File: src/rtl/fsnp_pkg.sv
// Shared types, constants and a helper function of the format string number printer.
package fsnp_pkg;

    localparam int ARG_BITS   = 64;
    localparam int MAX_DIGITS = 20;

    localparam int DIG_IDX_W = $clog2(MAX_DIGITS);
    localparam int CNT_W     = $clog2(ARG_BITS + 1);
    localparam int DEC32_BITS = 32;

    localparam logic [7:0] CH_PERCENT = 8'h25;
    localparam logic [7:0] CH_LF      = 8'h0A;
    localparam logic [7:0] CH_MINUS   = 8'h2D;
    localparam logic [7:0] CH_ZERO    = 8'h30;
    localparam logic [7:0] CH_LOWER_X = 8'h78;
    localparam logic [7:0] CH_LOWER_D = 8'h64;
    localparam logic [7:0] CH_LOWER_U = 8'h75;
    localparam logic [7:0] CH_LOWER_C = 8'h63;
    localparam logic [7:0] CH_LOWER_P = 8'h70;
    localparam logic [7:0] CH_LOWER_L = 8'h6C;

    typedef struct packed {
        logic [7:0]  ch;
        logic [63:0] arg;
        logic        string_end;
    } fsnp_in_t;

    typedef struct packed {
        logic [7:0] out_char;
        logic       newline;
        logic       last;
    } fsnp_out_t;

    typedef enum logic [1:0] {
        PH_TEXT    = 2'd0,
        PH_PERCENT = 2'd1,
        PH_U       = 2'd2
    } fsnp_phase_t;

    typedef enum logic [2:0] {
        ST_IDLE,
        ST_CONV,
        ST_MINUS,
        ST_ZERO,
        ST_X,
        ST_DIGITS
    } fsnp_state_t;

    typedef enum logic [1:0] {
        CMD_NONE,
        CMD_LOAD_DEC,
        CMD_LOAD_HEX
    } fsnp_cmd_t;

    typedef struct packed {
        fsnp_cmd_t              cmd;
        logic [ARG_BITS-1:0]    value;
        logic [CNT_W-1:0]       nbits;
        logic [DIG_IDX_W-1:0]   rd_idx;
    } fsnp_bcd_ctrl_t;

    typedef struct packed {
        logic       busy;
        logic [3:0] digit;
    } fsnp_bcd_status_t;

    function automatic logic [7:0] hex_char(input logic [3:0] nibble);
        logic [7:0] c;
        unique case (nibble)
            4'h0: c = 8'h30;
            4'h1: c = 8'h31;
            4'h2: c = 8'h32;
            4'h3: c = 8'h33;
            4'h4: c = 8'h34;
            4'h5: c = 8'h35;
            4'h6: c = 8'h36;
            4'h7: c = 8'h37;
            4'h8: c = 8'h38;
            4'h9: c = 8'h39;
            4'hA: c = 8'h41;
            4'hB: c = 8'h42;
            4'hC: c = 8'h43;
            4'hD: c = 8'h44;
            4'hE: c = 8'h45;
            default: c = 8'h46;
        endcase
        return c;
    endfunction

endpackage

File: src/rtl/fsnp_bcd.sv
// Digit store with a shift-and-add-3 binary to decimal unit and a direct hex loader.
module fsnp_bcd (
    input  logic                        aclk,
    input  logic                        aresetn,
    input  fsnp_pkg::fsnp_bcd_ctrl_t    ctrl,
    output fsnp_pkg::fsnp_bcd_status_t  status
);

    localparam int NDIG = fsnp_pkg::MAX_DIGITS;
    localparam int AB   = fsnp_pkg::ARG_BITS;

    logic [3:0]                   digit_reg [NDIG];
    logic [3:0]                   digit_next [NDIG];
    logic [3:0]                   adj [NDIG];
    logic [AB-1:0]                bin_reg, bin_next;
    logic [fsnp_pkg::CNT_W-1:0]   cnt_reg, cnt_next;
    logic                         busy_reg, busy_next;
    logic [NDIG*4-1:0]            hex_wide;

    assign hex_wide = (NDIG*4)'(ctrl.value);

    always_comb begin
        // Each digit of five or more gets three added before the doubling shift.
        for (int i = 0; i < NDIG; i++) begin
            adj[i] = (digit_reg[i] >= 4'd5) ? digit_reg[i] + 4'd3 : digit_reg[i];
        end
        for (int i = 0; i < NDIG; i++) begin
            digit_next[i] = digit_reg[i];
        end
        bin_next  = bin_reg;
        cnt_next  = cnt_reg;
        busy_next = busy_reg;
        if (busy_reg) begin
            digit_next[0] = {adj[0][2:0], bin_reg[AB-1]};
            for (int i = 1; i < NDIG; i++) begin
                digit_next[i] = {adj[i][2:0], adj[i-1][3]};
            end
            bin_next = bin_reg << 1;
            cnt_next = cnt_reg - 1'b1;
            if (cnt_reg == fsnp_pkg::CNT_W'(1)) begin
                busy_next = 1'b0;
            end
        end else begin
            unique case (ctrl.cmd)
                fsnp_pkg::CMD_LOAD_DEC: begin
                    for (int i = 0; i < NDIG; i++) begin
                        digit_next[i] = 4'd0;
                    end
                    bin_next  = ctrl.value;
                    cnt_next  = ctrl.nbits;
                    busy_next = 1'b1;
                end
                fsnp_pkg::CMD_LOAD_HEX: begin
                    for (int i = 0; i < NDIG; i++) begin
                        digit_next[i] = hex_wide[i*4 +: 4];
                    end
                end
                default: begin
                end
            endcase
        end
    end

    always_ff @(posedge aclk) begin
        for (int i = 0; i < NDIG; i++) begin
            digit_reg[i] <= digit_next[i];
        end
        bin_reg <= bin_next;
        if (!aresetn) begin
            cnt_reg  <= '0;
            busy_reg <= 1'b0;
        end else begin
            cnt_reg  <= cnt_next;
            busy_reg <= busy_next;
        end
    end

    assign status.busy  = busy_reg;
    assign status.digit = digit_reg[ctrl.rd_idx];

endmodule

File: src/rtl/format_string_number_printer.sv
// Top level: format string parser, output sequencer and output register.
//
//  Channel | Ports                       | Payload
//  --------+-----------------------------+---------------------------------
//  input   | s_valid, s_ready, s_data    | fsnp_in_t  {ch, arg, string_end}
//  result  | m_valid, m_ready, m_data    | fsnp_out_t {out_char, newline, last}
//
// A plain character, line feed or %c goes straight to the output register. %d runs 32
// bits and %ul 64 bits through the shift-and-add-3 loop of the digit unit; %p and %x load
// the digit store directly. Digit output then scans the 20-entry digit store from the top,
// one entry per cycle while the result is not stalled, after any prefix characters.
// Reset clears the parse phase, the sequencer and the output valid. A stalled result
// holds the sequencer in its output states; input is taken only when it is idle and the output register is free.
module format_string_number_printer (
    input  logic                aclk,
    input  logic                aresetn,
    input  logic                s_valid,
    output logic                s_ready,
    input  fsnp_pkg::fsnp_in_t  s_data,
    output logic                m_valid,
    input  logic                m_ready,
    output fsnp_pkg::fsnp_out_t m_data
);

    localparam int AB = fsnp_pkg::ARG_BITS;

    fsnp_pkg::fsnp_state_t        state_reg, state_next;
    fsnp_pkg::fsnp_phase_t        phase_reg, phase_next;
    logic [fsnp_pkg::DIG_IDX_W-1:0] idx_reg, idx_next;
    logic                         lead_reg, lead_next;
    logic                         neg_reg, neg_next;
    logic                         m_valid_reg, m_valid_next;
    fsnp_pkg::fsnp_out_t          m_data_reg, m_data_next;

    fsnp_pkg::fsnp_bcd_ctrl_t     bcd_ctrl;
    fsnp_pkg::fsnp_bcd_status_t   bcd_status;

    logic        slot_free;
    logic        accept;
    logic [31:0] mag32;

    fsnp_bcd u_bcd (
        .aclk    (aclk),
        .aresetn (aresetn),
        .ctrl    (bcd_ctrl),
        .status  (bcd_status)
    );

    assign slot_free = !m_valid_reg || m_ready;
    assign s_ready   = (state_reg == fsnp_pkg::ST_IDLE) && slot_free;
    assign accept    = s_valid && s_ready;
    assign mag32     = s_data.arg[31] ? 32'd0 - s_data.arg[31:0] : s_data.arg[31:0];

    always_comb begin
        state_next   = state_reg;
        phase_next   = phase_reg;
        idx_next     = idx_reg;
        lead_next    = lead_reg;
        neg_next     = neg_reg;
        m_valid_next = (m_valid_reg && !m_ready);
        m_data_next  = m_data_reg;
        bcd_ctrl.cmd    = fsnp_pkg::CMD_NONE;
        bcd_ctrl.value  = s_data.arg[AB-1:0];
        bcd_ctrl.nbits  = fsnp_pkg::CNT_W'(AB);
        bcd_ctrl.rd_idx = idx_reg;

        unique case (state_reg)
            fsnp_pkg::ST_IDLE: begin
                idx_next  = fsnp_pkg::DIG_IDX_W'(fsnp_pkg::MAX_DIGITS - 1);
                lead_next = 1'b1;
                if (accept) begin
                    phase_next = fsnp_pkg::PH_TEXT;
                    unique case (phase_reg)
                        fsnp_pkg::PH_PERCENT: begin
                            // An unknown conversion character matches none of these.
                            if (s_data.ch == fsnp_pkg::CH_LOWER_D) begin
                                bcd_ctrl.cmd   = fsnp_pkg::CMD_LOAD_DEC;
                                bcd_ctrl.value = AB'(mag32) << (AB - fsnp_pkg::DEC32_BITS);
                                bcd_ctrl.nbits = fsnp_pkg::CNT_W'(fsnp_pkg::DEC32_BITS);
                                neg_next       = s_data.arg[31];
                                state_next     = fsnp_pkg::ST_CONV;
                            end else if (s_data.ch == fsnp_pkg::CH_LOWER_U) begin
                                phase_next = fsnp_pkg::PH_U;
                            end else if (s_data.ch == fsnp_pkg::CH_LOWER_C) begin
                                m_valid_next = 1'b1;
                                m_data_next  = '{out_char: s_data.arg[7:0], newline: 1'b0,
                                                 last: 1'b1};
                            end else if (s_data.ch == fsnp_pkg::CH_LOWER_P) begin
                                bcd_ctrl.cmd = fsnp_pkg::CMD_LOAD_HEX;
                                state_next   = fsnp_pkg::ST_ZERO;
                            end else if (s_data.ch == fsnp_pkg::CH_LOWER_X) begin
                                bcd_ctrl.cmd   = fsnp_pkg::CMD_LOAD_HEX;
                                bcd_ctrl.value = AB'(s_data.arg[31:0]);
                                state_next     = fsnp_pkg::ST_ZERO;
                            end
                        end
                        fsnp_pkg::PH_U: begin
                            if (s_data.ch == fsnp_pkg::CH_LOWER_L) begin
                                bcd_ctrl.cmd = fsnp_pkg::CMD_LOAD_DEC;
                                neg_next     = 1'b0;
                                state_next   = fsnp_pkg::ST_CONV;
                            end
                        end
                        default: begin
                            // Normal text; the unused phase code behaves the same way.
                            priority if (s_data.ch == fsnp_pkg::CH_PERCENT &&
                                         !s_data.string_end) begin
                                phase_next = fsnp_pkg::PH_PERCENT;
                            end else if (s_data.ch == fsnp_pkg::CH_LF) begin
                                m_valid_next = 1'b1;
                                m_data_next  = '{out_char: fsnp_pkg::CH_LF, newline: 1'b1,
                                                 last: 1'b1};
                            end else begin
                                m_valid_next = 1'b1;
                                m_data_next  = '{out_char: s_data.ch, newline: 1'b0,
                                                 last: 1'b1};
                            end
                        end
                    endcase
                    if (s_data.string_end) begin
                        phase_next = fsnp_pkg::PH_TEXT;
                    end
                end
            end
            fsnp_pkg::ST_CONV: begin
                if (!bcd_status.busy) begin
                    state_next = neg_reg ? fsnp_pkg::ST_MINUS : fsnp_pkg::ST_DIGITS;
                end
            end
            fsnp_pkg::ST_MINUS: begin
                if (slot_free) begin
                    m_valid_next = 1'b1;
                    m_data_next  = '{out_char: fsnp_pkg::CH_MINUS, newline: 1'b0, last: 1'b0};
                    state_next   = fsnp_pkg::ST_DIGITS;
                end
            end
            fsnp_pkg::ST_ZERO: begin
                if (slot_free) begin
                    m_valid_next = 1'b1;
                    m_data_next  = '{out_char: fsnp_pkg::CH_ZERO, newline: 1'b0, last: 1'b0};
                    state_next   = fsnp_pkg::ST_X;
                end
            end
            fsnp_pkg::ST_X: begin
                if (slot_free) begin
                    m_valid_next = 1'b1;
                    m_data_next  = '{out_char: fsnp_pkg::CH_LOWER_X, newline: 1'b0,
                                     last: 1'b0};
                    state_next   = fsnp_pkg::ST_DIGITS;
                end
            end
            fsnp_pkg::ST_DIGITS: begin
                // Leading zeros are skipped, but the lowest digit always prints.
                if (lead_reg && bcd_status.digit == 4'd0 && idx_reg != '0) begin
                    idx_next = idx_reg - 1'b1;
                end else if (slot_free) begin
                    m_valid_next = 1'b1;
                    m_data_next  = '{out_char: fsnp_pkg::hex_char(bcd_status.digit),
                                     newline: 1'b0, last: (idx_reg == '0)};
                    lead_next    = 1'b0;
                    idx_next     = idx_reg - 1'b1;
                    if (idx_reg == '0) begin
                        state_next = fsnp_pkg::ST_IDLE;
                    end
                end
            end
            default: begin
                state_next = fsnp_pkg::ST_IDLE;
            end
        endcase
    end

    always_ff @(posedge aclk) begin
        m_data_reg <= m_data_next;
        idx_reg    <= idx_next;
        lead_reg   <= lead_next;
        neg_reg    <= neg_next;
        if (!aresetn) begin
            state_reg   <= fsnp_pkg::ST_IDLE;
            phase_reg   <= fsnp_pkg::PH_TEXT;
            m_valid_reg <= 1'b0;
        end else begin
            state_reg   <= state_next;
            phase_reg   <= phase_next;
            m_valid_reg <= m_valid_next;
        end
    end

    assign m_valid = m_valid_reg;
    assign m_data  = m_data_reg;

`ifndef SYNTHESIS
    // The conversion loop only runs while the sequencer waits for it.
    assert property (@(posedge aclk) disable iff (!aresetn)
        bcd_status.busy |-> state_reg == fsnp_pkg::ST_CONV)
        else $error("digit unit busy outside the conversion state");

    // No new transaction is taken while a number is still being produced.
    assert property (@(posedge aclk) disable iff (!aresetn)
        s_ready |-> !bcd_status.busy && state_reg == fsnp_pkg::ST_IDLE)
        else $error("input ready while the sequencer is active");

    // A newline request always carries the line feed code.
    assert property (@(posedge aclk) disable iff (!aresetn)
        m_valid && m_data.newline |-> m_data.out_char == fsnp_pkg::CH_LF && m_data.last)
        else $error("newline request with a wrong character");

    // Leaving the digit state always goes with the final character of the run.
    assert property (@(posedge aclk) disable iff (!aresetn)
        state_reg == fsnp_pkg::ST_DIGITS && state_next == fsnp_pkg::ST_IDLE
        |=> m_valid && m_data.last)
        else $error("number run ended without a final character");
`endif

endmodule
File: config.mk
export PLATFORM = sky130hd
export DESIGN_NAME = format_string_number_printer
export DESIGN_NICKNAME = d
export VERILOG_FILES = /design/src/rtl/fsnp_pkg.sv /design/src/rtl/fsnp_bcd.sv /design/src/rtl/format_string_number_printer.sv
export SDC_FILE = /design/constraint.sdc
export NUM_CORES = 1
export LEC_CHECK = 0
export BUFFER_PORTS_ARGS = -buffer_cell sky130_fd_sc_hd__buf_2
export CAP_MARGIN = 20
export CORE_ASPECT_RATIO = 0.7
export CORE_UTILIZATION = 50
export DETAILED_ROUTE_END_ITERATION = 8
export GPL_TIMING_DRIVEN = 1
export PLACE_DENSITY = 0.78
export SLEW_MARGIN = 20
export SYNTH_ARGS = -nofsm -noshare
export SYNTH_HDL_FRONTEND = slang
export SYNTH_SLANG_ARGS = --single-unit
File: constraint.sdc
create_clock -name aclk -period 10.4 [get_ports aclk]
set_input_delay 0.52 -clock aclk [delete_from_list [all_inputs] [get_ports aclk]]
set_output_delay 0.52 -clock aclk [all_outputs]
set_load 0.005 [all_outputs]
# After elaboration in Yosys (flattened, before gate mapping)
# Memory sizes are Yosys's and may differ from the RTL's. A register that Yosys moved wholly into a read port is not among the register bits.
# Cells that the tools add are included.
[totals]
rom_bits = 112
out_inout_bits = 12
input_bits = 77
reg_bits = 95
memories = 2
mem_bits_rw = 80
[mem_list]
columns = ["name", "words", "word_bits", "rd", "rd_ports_with_merged_regs", "wr", "line_no", "text"]
rows = [
  ["(no name shown)", 16, 7, 1, 0, 0, "fsnp_pkg.sv:69", "unique case (nibble)"],
  ["u_bcd.digit_reg", 20, 4, 21, 1, 20, "fsnp_bcd.sv:12", "logic [3:0] digit_reg [NDIG];"],
]
[classes]
n_reduce_logical = 26
n_eq_ne = 40
mux = 95
add_sub_neg = 23
n_lt_le_gt_ge = 20
[op_table]
columns = ["op", "n"]
rows = [
  ["two-way mux 66 bit", 4],
  ["two-way mux 64 bit", 3],
  ["case mux 80 bit (2 select lines)", 1],
  ["two-way mux 73 bit", 2],
  ["two-way mux 10 bit", 11],
  ["greater-or-equal comparator 4 x 3 -> 1 bit (second input constant)", 20],
  ["two-way mux 80 bit", 1],
  ["adder 4 x 2 -> 4 bit (second input constant)", 19],
  ["two-way mux 4 bit", 19],
  ["two-way mux 71 bit", 1],
  ["case mux 10 bit (5 select lines)", 1],
  ["equality test 8 x 7 -> 1 bit (second input constant)", 6],
  ["two-way mux 3 bit", 15],
  ["two-way mux 32 bit", 1],
  ["subtractor 1 x 32 -> 32 bit (first input constant)", 1],
  ["AND reduction 12 bit", 2],
  ["!= test 2 bit (second input constant)", 11],
  ["two-way mux 7 bit", 3],
  ["case mux 10 bit (2 select lines)", 1],
  ["two-way mux 1 bit", 16],
  ["two-way mux 5 bit", 3],
  ["!= test 3 bit (second input constant)", 5],
  ["case mux 3 bit (5 select lines)", 1],
  ["case mux 5 bit (2 select lines)", 1],
  ["other kinds (34)", 56],
]

# Longest topological paths before layout
# Gate-level depths: netlist of run 1.
[depth]
depth_word = 12
depth_mapped = 13
depth_no_buf = 11

# Modules after synthesis
# Synthesis of run 1 repeated with hierarchy kept, for this count alone.
[hier_totals]
cells_unflattened = 1217
area_unflattened_um2 = 11960.2
[by_module_without_submodules]
columns = ["module", "area_per_inst_um2", "instances", "cells_per_inst"]
rows = [
  ["fsnp_bcd", 8998.6, 1, 847],
  ["format_string_number_printer", 2961.6, 1, 370],
]

# Worst setup path after synthesis of run 1
# OpenSTA, ideal clock, no wires.
[synth_timing]
kind = "input port to flip-flop"
from = "input s_data[69] in the netlist's numbering"
to = "register u_bcd.bin_reg[61] (data pin)"
required_time_ns = 10.242
path_buffers = 1
path_slack_ns = 5.489
arrival_time_ns = 4.753
stages = 11
path_cell_list = "or3b_1 -> or4_4 -> or2_2 -> a211o_1 -> inv_1 -> ha_1 -> nor2_1 -> inv_1 -> clkbuf_1 -> o21ai_0 -> a21oi_1"
[synth_between]
elab_chain_cells = 11
[synth_lines]
columns = ["element", "line_no", "text"]
rows = [
  ["from (decl)", "format_string_number_printer.sv:19", "input fsnp_pkg::fsnp_in_t s_data,"],
  ["equality test 8 x 7 -> 1 bit", "format_string_number_printer.sv:91", "end else if (s_data.ch == fsnp_pkg::CH_LOWER_X) begin"],
  ["two-way mux 66 bit", "format_string_number_printer.sv:91", ""],
  ["two-way mux 64 bit", "format_string_number_printer.sv:88", "end else if (s_data.ch == fsnp_pkg::CH_LOWER_P) begin"],
  ["two-way mux 66 bit", "format_string_number_printer.sv:84", "end else if (s_data.ch == fsnp_pkg::CH_LOWER_C) begin"],
  ["two-way mux 66 bit", "format_string_number_printer.sv:82", "end else if (s_data.ch == fsnp_pkg::CH_LOWER_U) begin"],
  ["two-way mux 66 bit (*)", "format_string_number_printer.sv:76", "if (s_data.ch == fsnp_pkg::CH_LOWER_D) begin"],
  ["two-way mux 71 bit (*)", "format_string_number_printer.sv:73", "unique case (phase_reg)"],
  ["two-way mux 73 bit (*)", "format_string_number_printer.sv:71", "if (accept) begin"],
  ["two-way mux 73 bit (*)", "format_string_number_printer.sv:67", "unique case (state_reg)"],
  ["two-way mux 64 bit (*)", "fsnp_bcd.sv:44", "unique case (ctrl.cmd)"],
  ["two-way mux 64 bit (*)", "fsnp_bcd.sv:33", "if (busy_reg) begin"],
  ["via u_bcd.bin_next[61]", "fsnp_bcd.sv:15", "logic [AB-1:0] bin_reg, bin_next;"],
  ["to (signal assigned)", "fsnp_bcd.sv:68", "bin_reg <= bin_next;"],
  ["to (decl)", "fsnp_bcd.sv:15", ""],
]
# The timed path passes the listed nets; every way through them passes the cells marked *. The select of a mux whose other input is x is not followed.
# A chain may end at the register's enable or synchronous reset.

==> flow_metrics.tcl, run 1 <==
set metrics [dict create \
    grt_pass1_wl_mm 48.9 \
    hold_depth 2 \
    cts_setup_buffers 0 \
    hold_start "aresetn" \
    rows 45 \
    synthTopCellsByCount "160 x edfxtp_1, 120 x nand2_1, 101 x o21ai_0, 80 x a21oi_1, 72 x nor2_1" \
    ctsRootBufferMaster "clkbuf_16" \
    clockBufferDepth 2 \
    synth_area_leaders "edfxtp_1 42%, ha_1 5.8%, a22o_1 4.9%, o21ai_0 4.5%, nand2_1 4.0%" \
    status "finished clean" \
    p_comb_share_pct 13.8 \
    finalSetupViolCount 0 \
    hold_path.class "in -> reg" \
    place_hpwl_mm 22.1 \
    seqCellArea_um2 5210 \
    ctsResizeCount 0 \
    static-leakage-power_nw 4.58 \
    rr_worst_depth 8 \
    drtIter0Drc 1159 \
    place_inst 1437 \
    dpl_worst_slack_ns 6.28 \
    start_util_pct 51.6 \
    fin_skew_ns 0.0143 \
    syn-cell-area_um2 11300 \
    fp.dieW_um 182 \
    clkLatencyLatePin_ns 0.45 \
    design_area_um2 12600 \
    dpl_cell_area_um2 12000 \
    min_period_ns 4.23 \
    async_reset_ff_share_pct 0 \
    critPathCaptureType "flip-flop" \
    synth_top_area_share_pct 42.4 \
    power.share.clock_pct 38.1 \
    dr.pass1.iters 7 \
    whs_ns 0.344 \
    finalNonFillerCells 1469 \
    syn_nets 1250 \
    yosys.cell_count.top_type "edfxtp_1" \
    cts_buffers 17 \
    drive_above_1_share_pct 14.5 \
    wl_per_cell_um 21.6 \
    viasPerCell 6.43 \
    clk_pin_slew_ns 0.08 \
    peakVddDrop_v 0.000116 \
    htree_levels 4 \
    rsz0062_at_grt "false" \
    pin_count 89 \
    max_cap_violations 0 \
    hold_buffers 0 \
    die-area_um2 23300 \
    grt_max_degree 92 \
    arrival_ns 4.31 \
    worst_pin_slew_ns 1.14 \
    hold_end "u_bcd.cnt_reg[6]" \
    ys.flop_type "edfxtp_1" \
    grt_pass1_vias 8673 \
    vias 9444 \
    hold_viol_final 0 \
    syn_inst 1120 \
    start_kind "flip-flop" \
    fill_cells 1874 \
    detail-route-antenna-nets 0 \
    switching_power_mw 0.538 \
    relSlewSlack_pct 23.2 \
    cts_tree "yes" \
    fin_setup_tns_ns 0 \
    antenna_cells 0 \
    clock.fmax_ghz 0.236 \
    multi_input_area_um2 5690 \
    cp_slowest_cell "dfxtp_1" \
    area_delta_synth_final_pct 11.4 \
    routabilityCongestion 0.877 \
    intPower_mw 1.26 \
    clock_sinks 180 \
    max_stage_delay_ns 0.99 \
    timing.final.crit_share_pct 40.7 \
    drc 0 \
    drt_wl_total_mm 31.8 \
    cp_data_required_time_ns 10.48 \
    yosysWarnings 0 \
    core_area_um2 22000 \
    antenna_found_initial 0 \
    fin_nets 1304 \
    yosysTopAreaCell "edfxtp_1" \
    crit_fanout 17 \
    finalWorstSetupSlack_ns 6.17 \
    synth-seq-cells 180 \
    die-height_um 128 \
    grt_usage_pct 27.8 \
    worstPathCellList "mux4_2 -> nand2_1 -> o21ai_0 -> o221ai_1 -> ha_1 -> nand2_1 -> nor4_2 -> a21oi_1" \
    regToRegEndpoint "m_data[3]" \
    critical_path_class "reg -> reg" \
    yosysSeqAreaShare_pct 45.9 \
    powerDensity_nw_per_um2 142 \
    postSynthAreaPerCell_um2 10.1 \
    largest_reg_flops 80 \
    maxSlewViolCount 0 \
    portBuffers 88 \
    ys_types 67 \
    swShare_pct 30.0 \
    seq_power_share_pct 48.1 \
    synth-edff-count 160 \
    r2r_slack_ns 6.17 \
    grt_overflow_total 0 \
    cp_common_cell "nand2_1" \
]
==> layout make-up <==
class | count | share of cell area, %
repair buffers | 97 | 4.02
flip-flops and latches | 180 | 41.2
inverters | 64 | 1.90
multi-input cells | 814 | 45.1
clock buffers | 17 | 3.37
well taps | 282 | 2.79
clock inverters | 15 | 1.65
==> kinds of logic after synthesis <==
logic type,after synthesis,share of synthesized area [%]
adder cells (fa/ha/maj),54,5.94
AO/OA/AOI/OAI,344,20.1
AND/OR/NAND/NOR,309,13.1
multiplexers,39,5.48
XOR/XNOR,68,5.25
buffers and inverters,126,4.18
flip-flops,180,45.9
==> through the flow <==
| stage | util, % | power [mW] |
|---|---|---|
| after floorplan | - | 1.02 |
| after global placement | 54.6 | 1.11 |
| after detailed placement | 54.6 | 1.12 |
| after CTS | 57.5 | 1.79 |
| after global routing | 57.5 | 1.85 |
| final | 57.5 | 1.80 |
==> critical path, delay by kind of cell (launching register included) <==
kind                       cells  cell delay (ns)
and+or+nand+nor                3             0.88
adders and majority gates      1             0.26
DFF                            1             0.99
muxes                          1             0.61
AOI/OAI and AO/OA              3             1.12
==> placed cells by master (no fill, tap or decap), types with 7 or more instances in the layout <==
cell       count
clkinv_8       7
xnor2_1       29
dfxtp_1       19
nor3_1        20
a22o_1        64
nor2b_1        8
o21ai_0      101
mux2i_1       16
a211oi_1       7
or4_1         11
ha_1          53
nor3b_1       17
buf_4          9
nand2b_1      26
xor2_1        39
nor2_1        69
buf_2         88
a21oi_1       80
inv_1         61
o31ai_1       20
mux4_2        18
clkbuf_16     17
a311oi_1       7
nand2_1      119
edfxtp_1     160
==> worst max path at each step <==
stage / endpoint / slack, ns / cells past startpoint
5_1_grt: m_data[2] / 5.95 / 8
3_5_place_dp: u_bcd.bin_reg[55] / 6.28 / 12
6_report: m_data[3] / 6.17 / 8
4_1_cts: m_data[3] / 6.25 / 8
3_3_place_gp: u_bcd.bin_reg[48] / 6.34 / 12
2_1_floorplan: u_bcd.bin_reg[61] / 5.49 / 11
==> power groups by stage <==
stage | registers (mW) | clock network [mW] | logic (mW)
2_1_floorplan | 0.856 | 0 | 0.163
3_3_place_gp | 0.876 | 0 | 0.237
3_5_place_dp | 0.879 | 0 | 0.238
4_1_cts | 0.863 | 0.685 | 0.241
5_1_grt | 0.869 | 0.714 | 0.266
6_report | 0.863 | 0.684 | 0.247
==> layer usage <==
metal	share of wire, %	GRT usage [%]	vias up
li1	-	-	4274
met5	0	0	-
met1	43	40.0	4517
met4	2.5	9.69	0
met3	11	7.10	65
met2	43	40.5	588
Power figures use the tool's default switching activity.
==> inputs of run 2 (changes only) <==
--- a/config.mk
+++ b/config.mk
@@ -5,13 +5,14 @@
 export SDC_FILE = /design/constraint.sdc
 export NUM_CORES = 1
 export LEC_CHECK = 0
+export ABC_AREA = 1
 export BUFFER_PORTS_ARGS = -buffer_cell sky130_fd_sc_hd__buf_2
 export CAP_MARGIN = 20
 export CORE_ASPECT_RATIO = 0.7
 export CORE_UTILIZATION = 50
 export DETAILED_ROUTE_END_ITERATION = 8
 export GPL_TIMING_DRIVEN = 1
-export PLACE_DENSITY = 0.78
+export PLACE_DENSITY = 0.81
 export SLEW_MARGIN = 20
 export SYNTH_ARGS = -nofsm -noshare
 export SYNTH_HDL_FRONTEND = slang
==> constraint.sdc (replaced) <==
create_clock -name aclk -period 3.7 [get_ports aclk]
set_input_delay 0.185 -clock aclk [delete_from_list [all_inputs] [get_ports aclk]]
set_output_delay 0.185 -clock aclk [all_outputs]
set_load 0.005 [all_outputs]
==> run 2 against run 1 <==
Global-route usage up 0.97 points. Combinational power rose to 6.7 times the previous value. Sequential power grew to 2.8 times the previous value. Flip-flop and latch count unchanged. Critical endpoint is now m_data[0].
==> flow_metrics.tcl, run 2 <==
set metrics [dict create \
    postSynthAreaPerCell_um2 7.49 \
    clkLatencyLatePin_ns 0.45 \
    htree_levels 4 \
    grt_overflow_total 0 \
    ys_types 52 \
    hold_buffers 0 \
    synth-seq-cells 180 \
    largest_reg_flops 80 \
    die-height_um 133 \
    static-leakage-power_nw 6.18 \
    syn-cell-area_um2 12200 \
    pin_count 89 \
    dr.pass1.iters 6 \
    ctsResizeCount 0 \
    fin_skew_ns 0.0142 \
    syn_nets 1764 \
    yosysTopAreaCell "edfxtp_1" \
    die-area_um2 25100 \
    ys.flop_type "edfxtp_1" \
    final_util_pct 56.6 \
    cts_tree "yes" \
    place_hpwl_mm 26.0 \
    arrival_ns 3.29 \
    hold_viol_final 0 \
    synth_top_area_share_pct 39.2 \
    rows 47 \
    drc 0 \
    finalPower_mw 5.96 \
    max_stage_delay_ns 0.60 \
    clockBufferDepth 2 \
    critPathCaptureType "flip-flop" \
    grt_pass1_wl_mm 56.5 \
    worstPathCellList "inv_2 -> nand2_1 -> nand3_1 -> nand3_1 -> nand2_1 -> nand2_1 -> nand2_1 -> o21ai_1 -> ha_1 -> and3_1 -> nand3_1 -> nor2_1 -> nor2_1" \
    clk_pin_slew_ns 0.07 \
    vias 11900 \
    area_delta_synth_final_pct 10.1 \
    cp_slowest_cell "nor2_1" \
    ctsRootBufferMaster "clkbuf_16" \
    antenna_found_initial 0 \
    drtIter0Drc 1658 \
    critical_path_class "reg -> reg" \
    start_util_pct 51.4 \
    worst_pin_slew_ns 0.844 \
    layout_commonest_cell "nand2_1" \
    fin_setup_tns_ns 0 \
    drive_above_1_share_pct 10.8 \
    yosys.cell_count.top_type "nand2_1" \
    final_cell_mix "487 x nand2_1, 194 x inv_1, 167 x o21ai_0, 160 x edfxtp_1, 129 x nand3_1" \
    finalWorstSetupSlack_ns 0.485 \
    powerDensity_nw_per_um2 442 \
    dpl_worst_slack_ns 0.543 \
    grt_max_degree 80 \
    cp_data_required_time_ns 3.78 \
    portBuffers 88 \
    cp_common_cell "nand2_1" \
    viasPerCell 5.87 \
    finalSetupViolCount 0 \
    relSlewSlack_pct 43.7 \
    min_period_ns 3.22 \
    maxSlewViolCount 0 \
    cts_setup_buffers 0 \
    crit_fanout 39 \
    syn_inst 1634 \
    synth_area_leaders "edfxtp_1 39%, nand2_1 15%, o21ai_0 6.8%, inv_1 6.0%, ha_1 5.4%" \
    dpl_cell_area_um2 12900 \
    detail-route-antenna-nets 0 \
    start_kind "flip-flop" \
    grt_pass1_vias 10700 \
    antenna_cells 0 \
    routabilityCongestion 0.983 \
    yosysWarnings 0 \
    drt_wl_total_mm 36.2 \
    timing.final.crit_share_pct 86.9 \
    synth-edff-count 160 \
    fp.dieW_um 189 \
    design_area_um2 13500 \
    clock_sinks 180 \
    crit_buf_inv 1 \
    async_reset_ff_share_pct 0 \
    max_cap_violations 0 \
    fin_nets 1824 \
    synthTopCellsByCount "488 x nand2_1, 197 x inv_1, 167 x o21ai_0, 160 x edfxtp_1, 129 x nand3_1" \
    cts_buffers 17 \
    yosysSeqAreaShare_pct 42.5 \
    wl_per_cell_um 17.9 \
    hold_path.class "in -> reg" \
    grt_usage_pct 28.7 \
    crit_family "simple AND/OR/NAND/NOR gates" \
    core_area_um2 23800 \
    status "finished clean" \
    clock.fmax_ghz 0.311 \
    rsz0062_at_grt "false" \
    peakVddDrop_v 0.000336 \
]
## run 2: cell count changes in the layout (fill, tap and decap cells not counted), moves of 26 or more
cell      delta
nand2_1    +368
nand2b_1    -26
nand3_1    +126
inv_1      +133
o21ai_0     +66
xnor2_1     -28
a22o_1      -61
nor2_1      +52
## run 2: final timing paths
kind | slack (ns) | from | cells after the start | endpoint
setup / recovery | 0.48 | flip-flop | 13 | m_data[0]
hold / removal | 0.07 | aresetn | 2 | u_bcd.cnt_reg[5]
setup reg to reg | 0.48 | flip-flop | 13 | m_data[0]
hold reg to reg | 0.49 | u_bcd.bin_reg[0] | 2 | u_bcd.bin_reg[0]
## run 2: stage by stage
stage | instances | hold WS (ns)
CTS | 2025 | 0.0603
global placement | 1993 | 0.464
global route | 2025 | 0.0744
floorplan | 1634 | 0.348
detailed placement | 1993 | 0.470
finish | 2025 | 0.0693
## run 2: metal layers
layer	GRT usage, %	share of wire (%)
met1	42.1	42
met2	41.5	42
met3	7.67	14
met4	7.48	2.0
met5	0.962	0.086
## run 2: cells by family after synthesis
| family | share of synthesized area, % |
|---|---|
| fa+ha+maj | 5.42 |
| buf+inv | 8.70 |
| compound gates | 14.0 |
| flops | 42.5 |
| xor+xnor | 1.72 |
| simple gates | 27.7 |
## run 2: worst reg2reg max path: cells and delay by family (launching register included)
family	cells	cell delay, ns
flip-flops	1	0.40
AND/OR/NAND/NOR	10	1.56
buffers and inverters	1	0.49
AO/OA/AOI/OAI	1	0.14
adder cells (fa/ha/maj)	1	0.27
## run 2: final cells by class
cell class | count | area, µm²
Inverter | 202 | 761
Clock inverter | 14 | 155
Sequential cell | 180 | 5210
Clock buffer | 18 | 429
Fill cell | 2152 | 10300
Multi-Input combinational cell | 1192 | 5980
Tap cell | 318 | 398
Timing Repair Buffer | 101 | 551
## run 2: power breakdown
part           leakage, nW  internal [mW]  switching [mW]
logic                 4.35          0.514            1.15
registers             1.54           2.36          0.0944
clock network        0.286          0.964           0.883
total                 6.18           3.84            2.12
